## config.mk

```make
export PLATFORM = sky130hd
export DESIGN_NAME = crr_cell_decode
export DESIGN_NICKNAME = d
export VERILOG_FILES = /design/src/rtl/crr_pkg.sv /design/src/rtl/crr_cell_decode.sv
export SDC_FILE = /design/constraint.sdc
export NUM_CORES = 1
export LEC_CHECK = 0
export BUFFER_PORTS_ARGS = -buffer_cell sky130_fd_sc_hd__buf_2
export CAP_MARGIN = 15
export CORE_AREA = 5 5 42 44
export DETAILED_ROUTE_END_ITERATION = 8
export DIE_AREA = 0 0 47 49
export GPL_ROUTABILITY_DRIVEN = 0
export GPL_TIMING_DRIVEN = 0
export PLACE_DENSITY = 0.55
export SYNTH_ARGS = -nofsm -noshare
export SYNTH_HDL_FRONTEND = slang
export SYNTH_SLANG_ARGS = --single-unit
```

## constraint.sdc

```tcl
create_clock -name vclk -period 1.6
set_clock_uncertainty 0.05 [all_clocks]
set_input_delay 0.08 -clock vclk [all_inputs]
set_output_delay 0.08 -clock vclk [all_outputs]
set_load 0.01 [all_outputs]
```

## src/rtl/crr_pkg.sv

```systemverilog
// crr_pkg: shared types, constants and helpers for the character row renderer
// no dependencies; used by the interfaces and all rtl modules

package crr_pkg;

  localparam int unsigned GlyphWidth  = 6;
  localparam int unsigned RomDepth    = 4096;
  localparam int unsigned RomAddrW    = 12;
  localparam int unsigned RomDataW    = 8;
  localparam int unsigned CharCodeW   = 8;
  localparam int unsigned CharAddrW   = 11;
  localparam int unsigned ScanlineW   = 4;
  localparam int unsigned PixelW      = 2 * GlyphWidth;
  localparam int unsigned CfgIndexW   = 2;
  localparam int unsigned CfgDataW    = 11;

  // substituted scanlines
  localparam logic [ScanlineW-1:0] RowBlank  = 4'hE;
  localparam logic [ScanlineW-1:0] RowCursor = 4'hF;

  // rom byte and char code fields
  localparam int unsigned AttrCmdBit = 7;
  localparam int unsigned AttrValBit = 6;
  localparam int unsigned InverseBit = 7;

  typedef enum logic [1:0] {
    KIND_PIXELS = 2'd0,
    KIND_ATTR   = 2'd1,
    KIND_SKIP   = 2'd2
  } cell_kind_e;

  typedef enum logic [1:0] {
    ATTR_SEL_GRAPHIC = 2'd0,
    ATTR_SEL_FLASH   = 2'd1,
    ATTR_SEL_CLEAR   = 2'd2,
    ATTR_SEL_NONE    = 2'd3
  } attr_sel_e;

  typedef enum logic [CfgIndexW-1:0] {
    CFG_SINGLE_WIDTH   = 2'd0,
    CFG_CURSOR_ENABLE  = 2'd1,
    CFG_CURSOR_ADDRESS = 2'd2
  } cfg_index_e;

  typedef struct packed {
    logic graphic;
    logic flash;
    logic clear;
  } row_attr_t;

  typedef struct packed {
    cell_kind_e          kind;
    logic [PixelW-1:0]   pixels;
    logic                double_width;
  } cell_result_t;

  // every pixel repeated once, msb first
  function automatic logic [PixelW-1:0] double_pixels(input logic [GlyphWidth-1:0] px);
    logic [PixelW-1:0] r;
    r = '0;
    for (int i = 0; i < GlyphWidth; i++) begin
      r[2*i]   = px[i];
      r[2*i+1] = px[i];
    end
    return r;
  endfunction

endpackage

```

## src/rtl/crr_cell_decode.sv

```systemverilog
// crr_cell_decode: turns a glyph rom byte into a cell result and attribute update
// depends on crr_pkg for types and pixel doubling

module crr_cell_decode (
  input  logic [crr_pkg::RomDataW-1:0] rom_data_i,
  input  logic                         skip_i,
  input  logic                         inverse_i,
  input  logic                         single_width_i,
  input  crr_pkg::row_attr_t           attr_i,
  output crr_pkg::row_attr_t           attr_o,
  output logic                         set_skip_o,
  output crr_pkg::cell_result_t        result_o
);
  import crr_pkg::*;

  logic [GlyphWidth-1:0] px;
  logic                  attr_val;

  assign px       = rom_data_i[GlyphWidth-1:0] ^ {GlyphWidth{inverse_i}};
  assign attr_val = rom_data_i[AttrValBit];

  always_comb begin
    attr_o     = attr_i;
    set_skip_o = 1'b0;
    result_o   = '{kind: KIND_PIXELS, pixels: '0, double_width: 1'b0};
    if (skip_i) begin
      result_o.kind = KIND_SKIP;
    end else if (rom_data_i[AttrCmdBit]) begin
      result_o.kind = KIND_ATTR;
      case (attr_sel_e'(rom_data_i[1:0]))
        ATTR_SEL_GRAPHIC: attr_o.graphic = attr_val;
        ATTR_SEL_FLASH:   attr_o.flash   = attr_val;
        ATTR_SEL_CLEAR:   attr_o.clear   = attr_val;
        default:          attr_o         = attr_i;
      endcase
    end else if (single_width_i) begin
      result_o.pixels = {{(PixelW - GlyphWidth){1'b0}}, px};
    end else begin
      result_o.pixels       = double_pixels(px);
      result_o.double_width = 1'b1;
      set_skip_o            = 1'b1;
    end
  end

endmodule

```

Word level (Yosys, flattened, before mapping)
Index checks and enable logic that the tools add are counted.
W data, S select, Z words.

storage, ports and cells
  register bits after elaboration = 0
  input bits = 14
  output and inout port bits = 19
  word-level logic and storage cells = 17

operators by class
  eq/ne operators = 2
  multiplexer cells = 13
  bitwise operators = 1
  reduce and logical (&&, ||, !) cells = 1

operators with widths
  kind                  count
  $mux W13              2
  $mux W12              1
  $mux W1               7
  $mux W3               2
  $xor A6 B6 Y6         1
  $eq A2 B1 Y1 const B  1
  $eq A2 B2 Y1 const B  1
  $logic_not A2 Y1      1
  $mux W2               1

Depth between registers and ports, before layout
Gate-level depths: netlist of the first run.

  word-level depth = 4
  gate-level depth with buffers = 4
  depth with buffers taken out = 2

Worst setup path before layout of the first run
OpenSTA, ideal clock, no wires.

  kind = input to output
  start point = input single_width_i
  end point = output result_o[10] in the netlist's numbering
  arrival = 1023 ps
  setup slack = 447 ps
  stages on the path = 4
  buffers on the path = 2
  cell sequence = buf_2 > or3_1 > nor2_1 > buf_4

RTL lines
  what         RTL line               source
  from (decl)  crr_cell_decode.sv:8   input logic single_width_i,
  to (decl)    crr_cell_decode.sv:12  output crr_pkg::cell_result_t result_o

==> results of run 1 <==
==> layout by cell type (no fill, tap or decap) <==
cell type,instances
and4bb_2,2
buf_2,32
buf_4,5
buf_6,1
inv_1,1
mux2_1,1
mux2_4,2
mux2i_1,10
nor2_1,3
nor2b_1,1
nor3_1,1
nor4b_1,1
or3_1,1
or3_4,1
or3b_4,1
xnor2_1,4
==> critical path: stages <==
cell    delay (ns)
buf_2         0.14
or3_1         0.43
nor2_1        0.17
buf_4         0.12
buf_2         0.11
==> routing by layer <==
layer	vias to the layer above	global-route usage [%]
li1	187	-
met1	149	10.0
met2	21	10.9
met3	0	0.369
met4	0	0
met5	-	0
==> power by group through the flow <==
stage	sequential (W)	combinational [W]	clock, W
detailed placement	0	0.000122	0
global placement	0	0.000122	0
CTS	0	0.000122	0
finish	0	0.000120	0
global route	0	0.000133	0
floorplan	0	0.0000735	0
==> cells by family (layout without fill, tap and decap cells) <==
kind of cell	Yosys count	after routing	share of synthesized area, %
muxes	13	13	44.3
and+or+nand+nor	11	11	26.7
buffers and inverters	8	39	18.0
xor gates and xnor gates	4	4	11.0
==> cell type report <==
class	count	area (µm²)
plain buffers	7	53.8
repair buffers	31	155
multi-input cells	28	262
inverters	1	3.75
fillers	166	907
well taps	16	20.0
==> metrics by stage <==
step	setup WS [ns]	total power [W]	cells	util [%]
final	0.423	0.000120	83	35.3
after detailed placement	0.413	0.000122	83	35.3
after floorplan	0.447	0.0000735	36	-
after global placement	0.416	0.000122	83	35.3
after CTS	0.412	0.000122	83	35.3
after global routing	0.353	0.000133	83	35.3
==> how the worst max path moves through the flow <==
stage	from	depth (start not counted)	endpoint
detailed placement	rom_data_i[7]	5	result_o[8]
global placement	rom_data_i[7]	5	result_o[8]
finish	rom_data_i[7]	5	result_o[8]
global route	rom_data_i[7]	5	result_o[12]
floorplan	single_width_i	4	result_o[10]
CTS	rom_data_i[7]	5	result_o[8]
==> results.ini, run 1 <==
[die]
dieArea_um2 = 2300
dieHeight_um = 49
initial_core_util_pct = 22.8
ios = 33
die_w_um = 47
core_area_um2 = 1400
num_rows = 14

[synthesis]
synth-seq-area-share_pct = 0
synthTopCellsByArea = mux2i_1 (31%), buf_4 (12%), xnor2_1 (11%)
synth_area_leader_cell = mux2i_1
yosysUniqueCellTypes = 16
post_synth.cell_area_avg_um2 = 8.86
synth_common_cells = mux2i_1 (10), buf_4 (5), xnor2_1 (4)
ys_warn_count = 0
syn-num-nets = 50
syn_inst = 36
yosysMostFrequentCell = mux2i_1
netlist.area_leader.share_pct = 31.4
synth.cell_area_um2 = 319

[critical_path]
critPathMaxFanout = 8
start_kind = input port
worstSetupPathType = input port to output port
worstPathRequired_ns = 1.47
endpoint_kind = output port
worstPathArrival_ns = 1.05

[detailed_routing]
top_layer = met3
dr_wl_met3_um = 90
drcViolationCount = 0
drt_wl_total_um = 785
met1_length_um = 358
route.antenna.remaining_nets = 0
viasPerCell = 4.30
wl_met2_um = 336
drt_iter0_markers = 2
vias = 357
first_pass_iters = 2
wire_per_inst_um = 9.46

[power]
seqPwrFrac_pct = 0
clock_power_share_pct = 0
p_sw_w = 0.0000547
p_leak_nw = 0.298
power_density_nw_per_um2 = 243
power_frac_comb_pct = 100.0
peakVddDrop_v = 0.0000974
intPower_w = 0.0000656
swShare_pct = 45.5

[worst_hold_path]
whs_endpoint = attr_o[2]
worstHoldStart = attr_i[2]
whs_path_depth = 3
min-delay-path-class = input port to output port

[timing]
period_share_pct = 73.6
finalSetupViolCount = 0
worst_pin_slew_ns = 0.288
hold_violations = 0
holdWs_ns = 0.405
rsz0062_at_grt = false
drv_slew = 0
finalSetupTns_ns = 0
max_slew_margin_pct = 80.5
clock.fmax_mhz = 849
period_minus_slack_ns = 1.18

[grt]
grt_max_degree = 10
grtUsageTotal_pct = 6.67
grt_overflow = 0
grt_pass1_wl_um = 1290
first_global_vias = 312
antenna_found_initial = 0

[clock_network]
cts.repair.resized = 0
postCtsHoldBufs = 0
post_cts_buffers = 0

[placed_design]
post_dp_cell_area_um2 = 494
place.port_buffers = 31

[layout]
n_sequential_cell = 0
syn_to_final_growth_pct = 54.9
fin_area_um2 = 494
seq_area_um2 = 0
nClkBuffers = 0
diodes = 0
nNetsFinal = 83
drive_gt1_share_pct = 65.7

[run]
max_cap_viol_count = 0

[status]
status = complete, no violations

No activity file was read; power rests on OpenSTA's default activity.
==> run 2: changes to the inputs <==
ABC_AREA = 1   (was default)
clock period = 1.1 ns   (was 1.6 ns; I/O delays follow)
==> results.ini, run 2 <==
[power]
p_sw_w = 0.0000952
peakVddDrop_v = 0.0000958
power_frac_comb_pct = 100.0
clock_power_share_pct = 0
power_density_nw_per_um2 = 351
intPower_w = 0.0000795
swShare_pct = 54.5
p_leak_nw = 0.354
seqPwrFrac_pct = 0

[critical_path]
cp_slowest_cell = nor2_2
worstPathRequired_ns = 1.00
crit_top_cell = buf_2
worstPathArrival_ns = 0.88
crit_chain = buf_2, nor2_2, nand2_1, inv_2, and2_1, buf_4, buf_2
cpPeakStageDelay_ns = 0.16
endpoint_kind = output port
critPathMaxFanout = 5
worstSetupPathType = input port to output port
start_kind = input port

[layout]
fillers = 171
syn_to_final_growth_pct = 56.7
layout_common_cells = buf_2 (32), nand2_1 (15), inv_1 (12)
seq_area_um2 = 0
diodes = 0
final_common_cell = buf_2
instances_no_fill = 111
n_sequential_cell = 0
nClkBuffers = 0
drive_gt1_share_pct = 44.2
nNetsFinal = 111

[clock_network]
cts.repair.resized = 0
post_cts_buffers = 0
postCtsHoldBufs = 0

[status]
status = complete, no violations

[detailed_routing]
route.antenna.remaining_nets = 0
drt_wl_total_um = 902
drcViolationCount = 0
wire_per_inst_um = 8.13
first_pass_iters = 2
drt_iter0_markers = 4
viasPerCell = 3.99
vias = 443

[die]
dieArea_um2 = 2300
num_rows = 14
initial_core_util_pct = 22.7
dieHeight_um = 49
die_w_um = 47
core_area_um2 = 1400
ios = 33

[run]
max_cap_viol_count = 0

[timing]
period_share_pct = 89.4
period_minus_slack_ns = 0.983
hold_violations = 0
drv_slew = 0
rsz0062_at_grt = false
clock.fmax_mhz = 1020
worst_pin_slew_ns = 0.196
finalSetupTns_ns = 0
max_slew_margin_pct = 86.9
finalSetupViolCount = 0

[grt]
antenna_found_initial = 0
grt_pass1_wl_um = 1350
grt_max_degree = 8
grtUsageTotal_pct = 6.95
grt_overflow = 0
first_global_vias = 353

[synthesis]
synthTopCellsByArea = nand2_1 (18%), inv_1 (14%), buf_4 (12%)
post_synth.cell_area_avg_um2 = 5.04
synth.cell_area_um2 = 318
netlist.area_leader.share_pct = 17.7
yosysMostFrequentCell = nand2_1
yosysUniqueCellTypes = 15
synth_area_leader_cell = nand2_1
syn_inst = 63
synth-seq-area-share_pct = 0
ys_warn_count = 0
syn-num-nets = 77
synth_common_cells = nand2_1 (15), inv_1 (12), nor2_1 (8)

[worst_hold_path]
min-delay-path-class = input port to output port

[placed_design]
dp.cells = 111
dpl.hpwl_um = 827
place.port_buffers = 32

run 2: cell count changes in the layout (fill, tap and decap cells not counted), moves of 2 or more:
cell      previous run  this run
and2_1               0         3
and4bb_2             2         0
inv_1                1        12
inv_2                0         2
mux2_4               2         0
mux2i_1             10         0
nand2_1              0        15
nand3_1              0         6
nand4_1              0         3
nor2_1               3         8
xnor2_1              4         1
xor2_1               0         3
run 2: final cells by class:
type | instances | area, µm² | share of cell area [%]
Buffer | 6 | 48.8 | 9.80
Timing Repair Buffer | 32 | 160 | 32.2
Tap cell | 16 | 20.0 | 4.02
Inverter | 14 | 52.6 | 10.6
Multi-Input combinational cell | 43 | 216 | 43.5
run 2: power by group through the flow:
stage / Clock, W / Combinational (W) / Sequential (W)
after global placement: 0 / 0.000177 / 0
final: 0 / 0.000175 / 0
after detailed placement: 0 / 0.000177 / 0
after global routing: 0 / 0.000197 / 0
after floorplan: 0 / 0.000105 / 0
after CTS: 0 / 0.000178 / 0
run 2: worst paths after layout:
check	startpoint	to	slack (ns)	cells after the start
max	rom_data_i[7]	result_o[10]	0.12	7
min	rom_data_i[7]	result_o[1]	0.35	3
run 2: cell families after synthesis:
| logic type | count (synthesis) | synth area share (%) |
|---|---|---|
| AND/OR/NAND/NOR | 38 | 55.5 |
| buffers and inverters | 20 | 31.9 |
| XOR/XNOR | 4 | 11.0 |
| AO/OA/AOI/OAI | 1 | 1.57 |
run 2: worst max-delay path, delay by kind of cell:
| family | cells | cell delay [ns] |
|---|---|---|
| simple gates | 3 | 0.40 |
| buf+inv | 4 | 0.42 |
run 2: through the flow:
stage	hold WS [ns]	total power [W]	cell area [µm²]	utilization [%]	setup slack, ns
floorplan	0.0956	0.000105	318	-	0.299
global placement	0.355	0.000177	498	35.5	0.106
detailed placement	0.361	0.000177	498	35.5	0.0911
CTS	0.362	0.000178	498	35.5	0.0932
global route	0.394	0.000197	498	35.5	0.0354
finish	0.355	0.000175	498	35.5	0.117
run 2: routing by layer:
layer | track usage (%) | part of all wire, % | up-vias | wire length, µm
met1 | 8.91 | 42 | 166 | 378
met5 | 0 | 0 | - | 0
met2 | 12.2 | 42 | 25 | 375
met4 | 0 | 0 | 0 | 0
li1 | - | - | 252 | -
met3 | 1.48 | 16 | 0 | 148
